**config.mk**
```make
export PLATFORM = sky130hd
export DESIGN_NAME = lcd_mode_line_sequencer_top
export DESIGN_NICKNAME = d
export VERILOG_FILES = /design/src/hw/rtl/lcdmls_pkg.sv /design/src/hw/rtl/lcd_mode_line_sequencer_top.sv
export SDC_FILE = /design/constraint.sdc
export NUM_CORES = 1
export LEC_CHECK = 0
export BUFFER_PORTS_ARGS = -buffer_cell sky130_fd_sc_hd__buf_2
export CORE_ASPECT_RATIO = 0.7
export CORE_MARGIN = 2
export CORE_UTILIZATION = 40
export CTS_CLUSTER_SIZE = 30
export DETAILED_ROUTE_END_ITERATION = 8
export GPL_ROUTABILITY_DRIVEN = 0
export SLEW_MARGIN = 5
export SYNTH_ARGS = -nofsm -noshare
export SYNTH_HDL_FRONTEND = slang
export SYNTH_SLANG_ARGS = --single-unit
```
**constraint.sdc**
```tcl
create_clock -name clk_i -period 4.6 [get_ports clk_i]
set_input_delay 0 -clock clk_i [delete_from_list [all_inputs] [get_ports clk_i]]
set_output_delay 0 -clock clk_i [all_outputs]
set_load 0.02 [all_outputs]
```
**src/hw/rtl/lcdmls_pkg.sv**
```systemverilog
// lcdmls_pkg: shared types and constants of the lcd mode and line sequencer
// mode codes, mode lengths, line limits and configuration register indexes
// no dependencies
package lcdmls_pkg;

  // display modes, in the encoding seen on the status port
  typedef enum logic [1:0] {
    MODE_HBLANK   = 2'd0,
    MODE_VBLANK   = 2'd1,
    MODE_OAM_SCAN = 2'd2,
    MODE_TRANSFER = 2'd3
  } mode_e;

  // configuration register indexes
  typedef enum logic [2:0] {
    REG_LCD_ENABLE     = 3'd0,
    REG_LINE_COMPARE   = 3'd1,
    REG_HBLANK_IRQ_EN  = 3'd2,
    REG_VBLANK_IRQ_EN  = 3'd3,
    REG_OAM_IRQ_EN     = 3'd4,
    REG_COMPARE_IRQ_EN = 3'd5
  } reg_idx_e;

  localparam int unsigned CountW    = 11;
  localparam int unsigned LineW     = 8;
  localparam int unsigned ElapsedW  = 8;
  localparam int unsigned CfgIndexW = 3;
  localparam int unsigned CfgDataW  = 8;

  localparam logic [LineW-1:0] LineVblankStart = 8'd144;
  localparam logic [LineW-1:0] LineWrap        = 8'd154;

  // lowest value the countdown may take
  localparam logic signed [CountW:0] CountMin = -12'sd1024;

  // cycle count of each mode, in countdown format
  function automatic logic signed [CountW-1:0] mode_len(mode_e m);
    logic signed [CountW-1:0] len;
    len = 11'sd0;
    unique case (m)
      MODE_HBLANK:   len = 11'sd204;
      MODE_VBLANK:   len = 11'sd456;
      MODE_OAM_SCAN: len = 11'sd80;
      MODE_TRANSFER: len = 11'sd172;
      default:       len = 11'sd0;
    endcase
    return len;
  endfunction

endpackage

```
**src/hw/rtl/lcd_mode_line_sequencer_top.sv**
```systemverilog
// lcd_mode_line_sequencer_top: lcd mode and scan line sequencer
// one input register stage, one step of the mode machine, one result register
// depends on lcdmls_pkg
//
// Usage:
//   Each request on the input channel (in_valid_i / in_ready_o) carries the
//   clock cycles elapsed since the previous request. Every request yields
//   exactly one result on the output channel (out_valid_o / out_ready_i):
//   mode, line, coincidence, interrupt pulses, render request and frame done.
//   Configuration registers are written through cfg_we_i / cfg_index_i /
//   cfg_data_i; the user must write them only while no request is in flight,
//   as the block does not enforce this. Writes beyond index 5 are dropped.
//   A request passes the input register, then the result register. While the
//   receiver keeps out_ready_i high, throughput is one request per cycle; the
//   countdown, mode and line registers are updated by a single short step
//   between the two register stages, so consecutive requests see each other's
//   state without bubbles.
//   Reset clears the countdown, sets mode hblank and line 0, turns the
//   display on and clears the compare value and interrupt enables.
//   When the receiver stalls, the result register holds and the input stage
//   keeps one more request; in_ready_o drops once both are full.
module lcd_mode_line_sequencer_top (
  input  logic                                  clk_i,
  input  logic                                  rst_ni,
  // input channel
  input  logic                                  in_valid_i,
  output logic                                  in_ready_o,
  input  logic [lcdmls_pkg::ElapsedW-1:0]       elapsed_cycles_i,
  // output channel
  output logic                                  out_valid_o,
  input  logic                                  out_ready_i,
  output logic [1:0]                            mode_o,
  output logic [lcdmls_pkg::LineW-1:0]          line_o,
  output logic                                  coincidence_o,
  output logic                                  vblank_irq_o,
  output logic                                  stat_irq_o,
  output logic                                  render_request_o,
  output logic [lcdmls_pkg::LineW-1:0]          render_line_o,
  output logic                                  frame_done_o,
  // configuration port
  input  logic                                  cfg_we_i,
  input  logic [lcdmls_pkg::CfgIndexW-1:0]      cfg_index_i,
  input  logic [lcdmls_pkg::CfgDataW-1:0]       cfg_data_i
);

  // configuration registers
  logic                             lcd_enable_q;
  logic [lcdmls_pkg::LineW-1:0]     line_compare_q;
  logic                             hblank_irq_en_q;
  logic                             vblank_irq_en_q;
  logic                             oam_irq_en_q;
  logic                             compare_irq_en_q;

  // sequencer state
  logic signed [lcdmls_pkg::CountW-1:0] countdown_q, countdown_d;
  lcdmls_pkg::mode_e                    mode_q, mode_d;
  logic [lcdmls_pkg::LineW-1:0]         line_q, line_d;

  // input stage
  logic                                 s1_valid_q;
  logic [lcdmls_pkg::ElapsedW-1:0]      s1_elapsed_q;

  // result stage
  logic                                 out_valid_q;
  logic [1:0]                           res_mode_q, res_mode_d;
  logic [lcdmls_pkg::LineW-1:0]         res_line_q;
  logic                                 res_coin_q, res_coin_d;
  logic                                 res_vblank_irq_q, res_vblank_irq_d;
  logic                                 res_stat_irq_q, res_stat_irq_d;
  logic                                 res_render_q, res_render_d;
  logic [lcdmls_pkg::LineW-1:0]         res_render_line_q, res_render_line_d;
  logic                                 res_frame_done_q, res_frame_done_d;

  // handshake
  logic out_free;
  logic step_go;
  logic in_fire;

  assign out_free   = !out_valid_q || out_ready_i;
  assign step_go    = s1_valid_q && out_free;
  assign in_ready_o = !s1_valid_q || out_free;
  assign in_fire    = in_valid_i && in_ready_o;

  // configuration writes
  always_ff @(posedge clk_i or negedge rst_ni) begin
    if (!rst_ni) begin
      lcd_enable_q     <= 1'b1;
      line_compare_q   <= '0;
      hblank_irq_en_q  <= 1'b0;
      vblank_irq_en_q  <= 1'b0;
      oam_irq_en_q     <= 1'b0;
      compare_irq_en_q <= 1'b0;
    end else if (cfg_we_i) begin
      unique case (cfg_index_i)
        lcdmls_pkg::REG_LCD_ENABLE:     lcd_enable_q     <= cfg_data_i[0];
        lcdmls_pkg::REG_LINE_COMPARE:   line_compare_q   <= cfg_data_i;
        lcdmls_pkg::REG_HBLANK_IRQ_EN:  hblank_irq_en_q  <= cfg_data_i[0];
        lcdmls_pkg::REG_VBLANK_IRQ_EN:  vblank_irq_en_q  <= cfg_data_i[0];
        lcdmls_pkg::REG_OAM_IRQ_EN:     oam_irq_en_q     <= cfg_data_i[0];
        lcdmls_pkg::REG_COMPARE_IRQ_EN: compare_irq_en_q <= cfg_data_i[0];
        default: ;
      endcase
    end
  end

  // input register
  always_ff @(posedge clk_i or negedge rst_ni) begin
    if (!rst_ni) begin
      s1_valid_q <= 1'b0;
    end else if (in_ready_o) begin
      s1_valid_q <= in_valid_i;
    end
  end

  always_ff @(posedge clk_i) begin
    if (in_fire) begin
      s1_elapsed_q <= elapsed_cycles_i;
    end
  end

  // one step of the mode machine
  always_comb begin
    logic signed [lcdmls_pkg::CountW:0]   diff;
    logic signed [lcdmls_pkg::CountW-1:0] sat;
    logic [lcdmls_pkg::LineW-1:0]         line_inc;
    logic                                 mode_entry;
    logic                                 line_adv;
    logic                                 mode_irq;

    countdown_d       = countdown_q;
    mode_d            = mode_q;
    line_d            = line_q;
    res_vblank_irq_d  = 1'b0;
    res_stat_irq_d    = 1'b0;
    res_render_d      = 1'b0;
    res_render_line_d = '0;
    res_frame_done_d  = 1'b0;
    mode_entry        = 1'b0;
    line_adv          = 1'b0;
    mode_irq          = 1'b0;

    diff = {countdown_q[lcdmls_pkg::CountW-1], countdown_q}
         - $signed({4'b0000, s1_elapsed_q});
    if (diff < lcdmls_pkg::CountMin) begin
      sat = lcdmls_pkg::CountMin[lcdmls_pkg::CountW-1:0];
    end else begin
      sat = diff[lcdmls_pkg::CountW-1:0];
    end
    line_inc = 8'(line_q + 8'd1);

    if (lcd_enable_q) begin
      countdown_d = sat;
      if (sat[lcdmls_pkg::CountW-1] || sat == '0) begin
        unique case (mode_q)
          lcdmls_pkg::MODE_HBLANK: begin
            mode_d = (line_q == lcdmls_pkg::LineVblankStart) ?
                     lcdmls_pkg::MODE_VBLANK : lcdmls_pkg::MODE_OAM_SCAN;
            mode_entry = 1'b1;
          end
          lcdmls_pkg::MODE_VBLANK: begin
            line_adv = 1'b1;
            if (line_inc == lcdmls_pkg::LineWrap) begin
              line_d           = '0;
              res_frame_done_d = 1'b1;
              mode_d           = lcdmls_pkg::MODE_OAM_SCAN;
              mode_entry       = 1'b1;
            end else begin
              line_d = line_inc;
            end
          end
          lcdmls_pkg::MODE_OAM_SCAN: begin
            mode_d = lcdmls_pkg::MODE_TRANSFER;
          end
          default: begin
            res_render_d      = 1'b1;
            res_render_line_d = line_q;
            line_d            = line_inc;
            mode_d            = lcdmls_pkg::MODE_HBLANK;
            mode_entry        = 1'b1;
            line_adv          = 1'b1;
          end
        endcase
        countdown_d = 11'(sat + lcdmls_pkg::mode_len(mode_d));

        // interrupt enable of the entered mode
        case (mode_d)
          lcdmls_pkg::MODE_HBLANK:   mode_irq = hblank_irq_en_q;
          lcdmls_pkg::MODE_VBLANK:   mode_irq = vblank_irq_en_q;
          lcdmls_pkg::MODE_OAM_SCAN: mode_irq = oam_irq_en_q;
          default:                   mode_irq = 1'b0;
        endcase
        res_vblank_irq_d = mode_entry && (mode_d == lcdmls_pkg::MODE_VBLANK);
        res_stat_irq_d   = (mode_entry && mode_irq)
                        || (line_adv && compare_irq_en_q && (line_d == line_compare_q));
      end
    end

    res_mode_d = mode_d;
    res_coin_d = (line_d == line_compare_q);
  end

  // sequencer state registers
  always_ff @(posedge clk_i or negedge rst_ni) begin
    if (!rst_ni) begin
      countdown_q <= '0;
      mode_q      <= lcdmls_pkg::MODE_HBLANK;
      line_q      <= '0;
    end else if (step_go) begin
      countdown_q <= countdown_d;
      mode_q      <= mode_d;
      line_q      <= line_d;
    end
  end

  // result register
  always_ff @(posedge clk_i or negedge rst_ni) begin
    if (!rst_ni) begin
      out_valid_q <= 1'b0;
    end else if (out_free) begin
      out_valid_q <= s1_valid_q;
    end
  end

  always_ff @(posedge clk_i) begin
    if (step_go) begin
      res_mode_q        <= res_mode_d;
      res_line_q        <= line_d;
      res_coin_q        <= res_coin_d;
      res_vblank_irq_q  <= res_vblank_irq_d;
      res_stat_irq_q    <= res_stat_irq_d;
      res_render_q      <= res_render_d;
      res_render_line_q <= res_render_line_d;
      res_frame_done_q  <= res_frame_done_d;
    end
  end

  assign out_valid_o      = out_valid_q;
  assign mode_o           = res_mode_q;
  assign line_o           = res_line_q;
  assign coincidence_o    = res_coin_q;
  assign vblank_irq_o     = res_vblank_irq_q;
  assign stat_irq_o       = res_stat_irq_q;
  assign render_request_o = res_render_q;
  assign render_line_o    = res_render_line_q;
  assign frame_done_o     = res_frame_done_q;

  // line counter never leaves the visible plus vblank range
  assert property (@(posedge clk_i) disable iff (!rst_ni)
    line_q < lcdmls_pkg::LineWrap)
    else $error("line counter out of range");

  // a render request always comes with the entry into hblank
  assert property (@(posedge clk_i) disable iff (!rst_ni)
    out_valid_o && render_request_o |-> mode_o == lcdmls_pkg::MODE_HBLANK)
    else $error("render request outside hblank entry");

  // frame wrap lands on line 0 in oam scan
  assert property (@(posedge clk_i) disable iff (!rst_ni)
    out_valid_o && frame_done_o |->
      line_o == '0 && mode_o == lcdmls_pkg::MODE_OAM_SCAN)
    else $error("frame done without wrap to oam scan");

  // vblank interrupt only on entering vblank at the first vblank line
  assert property (@(posedge clk_i) disable iff (!rst_ni)
    out_valid_o && vblank_irq_o |->
      mode_o == lcdmls_pkg::MODE_VBLANK && line_o == lcdmls_pkg::LineVblankStart)
    else $error("vblank interrupt outside vblank entry");

  // a stepped request always reaches the result register
  assert property (@(posedge clk_i) disable iff (!rst_ni)
    step_go |=> out_valid_q)
    else $error("stepped request lost");

endmodule

```
# Yosys cells after proc, flatten, opt, wreduce, memory -nomap -nowiden
# Index checks and enable logic that the tools add are counted.
# W data, S select, Z words.
[word_totals]
in_bits = 24
word_cells = 97
register_bits = 67
[op_classes]
mux = 29
n_reduce_logical = 28
n_eq_ne = 14
n_addsub = 3
bitwise = 2
magnitude_cmp = 1
[op_table]
columns = ["operator", "n"]
rows = [
  ["$mux W11", 4],
  ["$pmux W11 S4", 1],
  ["$mux W8", 5],
  ["$eq A8 B8 Y1", 2],
  ["$eq A8 B8 Y1 const B", 2],
  ["$pmux W8 S2", 1],
  ["$reduce_and A2 Y1", 8],
  ["$lt A12 B11 Y1 const B", 1],
  ["$mux W2", 6],
  ["$sub A11 B9 Y12", 1],
  ["$add A11 B11 Y11", 1],
  ["$logic_not A11 Y1", 1],
  ["$mux W1", 9],
  ["$add A8 B1 Y8 const B", 1],
  ["$eq A2 B2 Y1 const B", 3],
  ["$eq A3 B2 Y1 const B", 2],
  ["$eq A3 B3 Y1 const B", 2],
  ["$logic_and A1 B1 Y1", 6],
  ["$pmux W2 S3", 1],
  ["$reduce_or A5 Y1", 1],
  ["$eq A2 B1 Y1 const B", 2],
  ["$logic_not A2 Y1", 2],
  ["$logic_or A1 B1 Y1", 4],
  ["$eq A3 B1 Y1 const B", 1],
  ["other kinds (8)", 10],
]

# Depth between registers and ports, before layout
[depth]
ltp_word = 13
ltp_mapped = 23

# Least setup slack after synthesis
# No wires, ideal clock.
[synth_timing]
kind = "register to register"
start = "reg countdown_q[0] in the netlist's numbering"
end = "reg countdown_q[10] in the netlist's numbering"
path_slack_ps = 466
synth_period_minus_slack_ps = 4134
arrival_time_ps = 4069
path_stages_with_launch = 23
setup_ps = 65
path_buffers = 1
required_ps = 4535
cell_sequence = "dfrtp_1 > inv_1 > ha_1 > inv_1 > fa_1 > a211oi_2 > o21ai_0 > and2_1 > nor2_1 > a21o_1 > clkbuf_1 > nor2_1 > ha_1 > fa_1 > a21o_1 > a21oi_1 > nor2b_1 > o21ai_0 > nand2b_1 > a21oi_1 > nor2_1 > a41oi_1 > o22a_1"
[synth_via]
elab_chain_len = 6
word_cells_on_any_way = 7
classes_between = "add/sub (2); order compare (1); mux (2); reduce/logical (2)"
[synth_rtl]
columns = ["element", "line_no", "rtl"]
rows = [
  ["start: declaration", "lcd_mode_line_sequencer_top.sv:55", "logic signed [lcdmls_pkg::CountW-1:0] countdown_q, countdown_d;"],
  ["start signal: assignment", "lcd_mode_line_sequencer_top.sv:209", "countdown_q <= countdown_d;"],
  ["$sub A11 B9 Y12 *", "lcd_mode_line_sequencer_top.sv:143", "- $signed({4'b0000, s1_elapsed_q});"],
  ["$lt A12 B11 Y1", "lcd_mode_line_sequencer_top.sv:144", "if (diff < lcdmls_pkg::CountMin) begin"],
  ["$mux W11 *", "lcd_mode_line_sequencer_top.sv:144", ""],
  ["parallel branches: the longest is 2 deep, another holds $add A11 B11 Y11", "--", ""],
  ["$mux W11 *", "lcd_mode_line_sequencer_top.sv:153", "if (sat[lcdmls_pkg::CountW-1] || sat == '0) begin"],
]
# Every way passes the cells marked *.
# A chain may end at the register's enable or synchronous reset.

# Worst setup path after layout
[layout_timing]
start = "reg line_q[0] in the netlist's numbering"
end = "reg countdown_q[10] in the netlist's numbering"
[layout_via]
elab_chain_len = 12
word_cells_on_any_way = 17
classes_between = "add/sub (2); eq/ne (5); mux (9); reduce/logical (1)"
[layout_rtl]
columns = ["element", "line_no", "rtl"]
rows = [
  ["start: declaration", "lcd_mode_line_sequencer_top.sv:57", "logic [lcdmls_pkg::LineW-1:0] line_q, line_d;"],
  ["start signal: assignment", "lcd_mode_line_sequencer_top.sv:211", "line_q <= line_d;"],
  ["$add A8 B1 Y8", "lcd_mode_line_sequencer_top.sv:149", "line_inc = 8'(line_q + 8'd1);"],
  ["$eq A8 B8 Y1", "lcd_mode_line_sequencer_top.sv:162", "if (line_inc == lcdmls_pkg::LineWrap) begin"],
  ["$mux W2", "lcd_mode_line_sequencer_top.sv:162", ""],
  ["$pmux W2 S3 *", "lcd_mode_line_sequencer_top.sv:154", "unique case (mode_q)"],
  ["$mux W2 *", "lcd_mode_line_sequencer_top.sv:153", ""],
  ["$mux W2 *", "lcd_mode_line_sequencer_top.sv:151", "if (lcd_enable_q) begin"],
  ["$eq A2 B2 Y1 (tied with other cells)", "lcdmls_pkg.sv:40", "unique case (m)"],
  ["$pmux W11 S4 *", "lcdmls_pkg.sv:40", ""],
  ["$mux W11 *", "lcd_mode_line_sequencer_top.sv:153", ""],
  ["$mux W11 *", "lcd_mode_line_sequencer_top.sv:151", ""],
  ["$add A11 B11 Y11 *", "lcd_mode_line_sequencer_top.sv:183", "countdown_d = 11'(sat + lcdmls_pkg::mode_len(mode_d));"],
  ["$mux W11 *", "lcd_mode_line_sequencer_top.sv:153", ""],
]
# Mark *: on every way between the ends. The rest lies on a longest branch, timed or not. The select of a mux whose other input is x is not followed.

==> results_dict.tcl <==
set metrics [dict create \
    syn_inst 450 \
    num_vias 3728 \
    max_slew_margin 0.298 \
    synthesis.nets 502 \
    startpoint_type "flip-flop" \
    hold_violations 0 \
    slowest_stage "or4_1" \
    synth_flop_cell "dfrtp_1" \
    cpPeakStageDelay_ns 0.56 \
    p_leak_nw 2.20 \
    drv_cap 0 \
    dpl.hpwl_um 8110 \
    drtIter0Drc 308 \
    hold_depth 4 \
    die-area_um2 11700 \
    drt_wl_total_um 11200 \
    drive_gt1_frac 0.188 \
    cts_tree "built" \
    criticalPathCategory "flip-flop to flip-flop" \
    p_per_area_nw_per_um2 766 \
    final_nets 568 \
    clock_skew_ns 0.00885 \
    synth.most_common_cell "o21ai_0" \
    antenna_cells 0 \
    crit_fanout 8 \
    post-synth-top-area-cell "edfxtp_1" \
    numPortBuffers 48 \
    crit_top_cell "ha_1" \
    core_area_um2 10400 \
    yosys_warnings 0 \
    placed_area_um2 4700 \
    ys_top_cells_by_count "o21ai_0 (40), nand2_1 (36), dfrtp_1 (35), inv_1 (33), edfxtp_1 (31)" \
    cp-end-kind "flip-flop" \
    htree_num_levels 3 \
    crit_family "compound AO/OA/AOI/OAI gates" \
    overflow 0 \
    period_minus_slack_ns 4.34 \
    min_path_type "input pin to flip-flop" \
    vias_per_cell 5.71 \
    yosys-top-cells-area "edfxtp_1 (22%), dfrtp_1 (20%), ha_1 (7.5%)" \
    cts-root-buf "clkbuf_16" \
    dr.pass1.iters 7 \
    synth_edf_count 31 \
    fp.dieW_um 128 \
    rrSetupSlack_ns 0.26 \
    r2r-end "countdown_q[10]" \
    synth_top_area_share 0.215 \
    arrival_ns 4.61 \
    worstMarginPinSlew_ns 1.04 \
    synth_area_um2 4330 \
    status "finished, final reports clean" \
    grt_use_total 0.203 \
    synth_seq_cells 67 \
    ir_drop_mv 0.344 \
    worstHoldEndpoint "lcd_enable_q" \
    grt_pass1_wl_um 18500 \
    cts_sinks 67 \
    cp.required_ns 4.87 \
    fmax_mhz 230 \
    min_from "cfg_index_i[0]" \
    clkLatencyLatePin_ns 0.34 \
    clockBufferDepth 2 \
    io_pins 49 \
    area_delta_synth_final_pct 20.3 \
    grt_max_degree 42 \
    grt_pass1_vias 3575 \
    syn_area_per_cell_um2 9.62 \
    wl_per_cell_um 17.2 \
    tns_ns 0 \
    clk_pin_slew_ns 0.05 \
    cts_made_buffers 9 \
    synth_cell_type_count 65 \
    synth-seq-area-share 0.424 \
    die_y_um 91.0 \
    whs_ns 0.0153 \
    worstPathCellList "ha_1, or4_1, a21oi_1, nor2b_1, nand2_1, a31oi_2, inv_1, ha_1, ha_1, fa_1, a21o_1, a21oi_2, nor2b_1, o21ai_0, nand2b_1, a21oi_1, nor2_1, a41oi_1, o22a_1" \
    reg2reg_depth 19 \
    drc 0 \
    finalCritPeriodShare 0.944 \
    antenna_left 0 \
    rr_startpoint "line_q[0]" \
    final_cell_area_um2 5210 \
    critPathBufInv 1 \
    std_cell_rows 31 \
    async_flop_share 0.537 \
    antenna_found_initial 0 \
    setup_violations 0 \
    start_util 0.415 \
    finalMaxSlewViolations 0 \
]
## state kept, by name (all words and copies together), names as in the netlist
name / cells
s1_valid_q: 1
render_request_o: 1
line_compare_q: 8
coincidence_o: 1
line_q: 8
oam_irq_en_q: 1
mode_q: 2
s1_elapsed_q: 8
out_valid_o: 1
compare_irq_en_q: 1
render_line_o: 8
countdown_q: 11
vblank_irq_o: 1
lcd_enable_q: 1
stat_irq_o: 1
line_o: 8
frame_done_o: 1
vblank_irq_en_q: 1
mode_o: 2
hblank_irq_en_q: 1
## final cells by class
class	count	area, µm²
Tap cell	132	165
Multi-Input combinational cell	331	2330
Fill cell	977	5230
Timing Repair Buffer	74	485
Inverter	33	124
Clock inverter	5	30.0
Clock buffer	11	243
Sequential cell	67	1830
## worst reg2reg max path, stage by stage, from the launching register on
cell,delay (ns)
dfrtp_1,0.45
ha_1,0.31
or4_1,0.56
a21oi_1,0.28
nor2b_1,0.14
nand2_1,0.10
a31oi_2,0.13
inv_1,0.08
ha_1,0.23
ha_1,0.21
fa_1,0.41
a21o_1,0.19
a21oi_2,0.19
nor2b_1,0.07
o21ai_0,0.18
nand2b_1,0.12
a21oi_1,0.16
nor2_1,0.07
a41oi_1,0.20
o22a_1,0.17
## metal layers
metal  part of all wire  track usage  routed length, µm
met5                  0            0                  0
met4              0.014       0.0604                153
met3               0.11       0.0737               1180
met2               0.38        0.258               4280
met1               0.50        0.314               5610
## worst max-delay path by stage
| stage | start | to | slack (ns) | cells past startpoint |
|---|---|---|---|---|
| 3_3_place_gp | countdown_q[0] | countdown_q[10] | 0.39 | 21 |
| 3_5_place_dp | countdown_q[0] | countdown_q[10] | 0.18 | 21 |
| 2_1_floorplan | countdown_q[0] | countdown_q[10] | 0.47 | 22 |
| 5_1_grt | countdown_q[0] | countdown_q[10] | -0.02 | 21 |
| 4_1_cts | countdown_q[0] | countdown_q[10] | 0.17 | 21 |
| 6_report | line_q[0] | countdown_q[10] | 0.26 | 19 |
## placed cells by master (no fill, tap or decap), types with 5 or more instances in the layout
| master | n |
|---|---|
| nor2b_1 | 5 |
| clkbuf_16 | 9 |
| nor2_1 | 23 |
| dfrtp_1 | 35 |
| nor4_1 | 8 |
| a21oi_1 | 23 |
| o31ai_1 | 5 |
| or3_1 | 5 |
| nand3_1 | 10 |
| xor2_1 | 5 |
| nand2_1 | 36 |
| buf_2 | 48 |
| mux2_2 | 14 |
| edfxtp_1 | 31 |
| nand4_1 | 7 |
| nand2b_1 | 6 |
| nand4b_1 | 7 |
| xnor2_1 | 12 |
| dlygate4sd3_1 | 20 |
| ha_1 | 26 |
| nor3_1 | 12 |
| buf_4 | 6 |
| inv_1 | 33 |
| o21ai_0 | 40 |
## power by group
part	internal (mW)	total, mW	switching [mW]
Combinational	0.959	2.39	1.43
Clock	0.376	0.632	0.256
Sequential	0.807	0.964	0.157
Total	2.14	3.99	1.85
## timing repair
action	4_1_cts	5_1_grt
endpoints found under the setup margin	0	3
hold buffers	20	0
resized for setup	0	7
hold endpoints to repair	58	0
buffers inserted	0	0
## cells by family after synthesis
group                    after synthesis  synth area share
multiplexers                          18            0.0457
AO/OA/AOI/OAI                        123             0.186
buffers and inverters                 52            0.0471
XOR/XNOR                              17            0.0344
adder cells (fa/ha/maj)               28            0.0844
AND/OR/NAND/NOR                      145             0.179
flip-flops                            67             0.424
## per-stage QoR
stage / power, mW / setup WS [ns] / utilization / instances
floorplan: 2.66 / 0.466 / - / 450
global placement: 3.21 / 0.389 / 0.451 / 617
CTS: 3.89 / 0.165 / 0.496 / 653
detailed placement: 3.23 / 0.184 / 0.451 / 617
finish: 3.99 / 0.260 / 0.499 / 653
global route: 4.30 / -0.0247 / 0.499 / 653
Note: power is estimated with default switching activity, not from simulation.
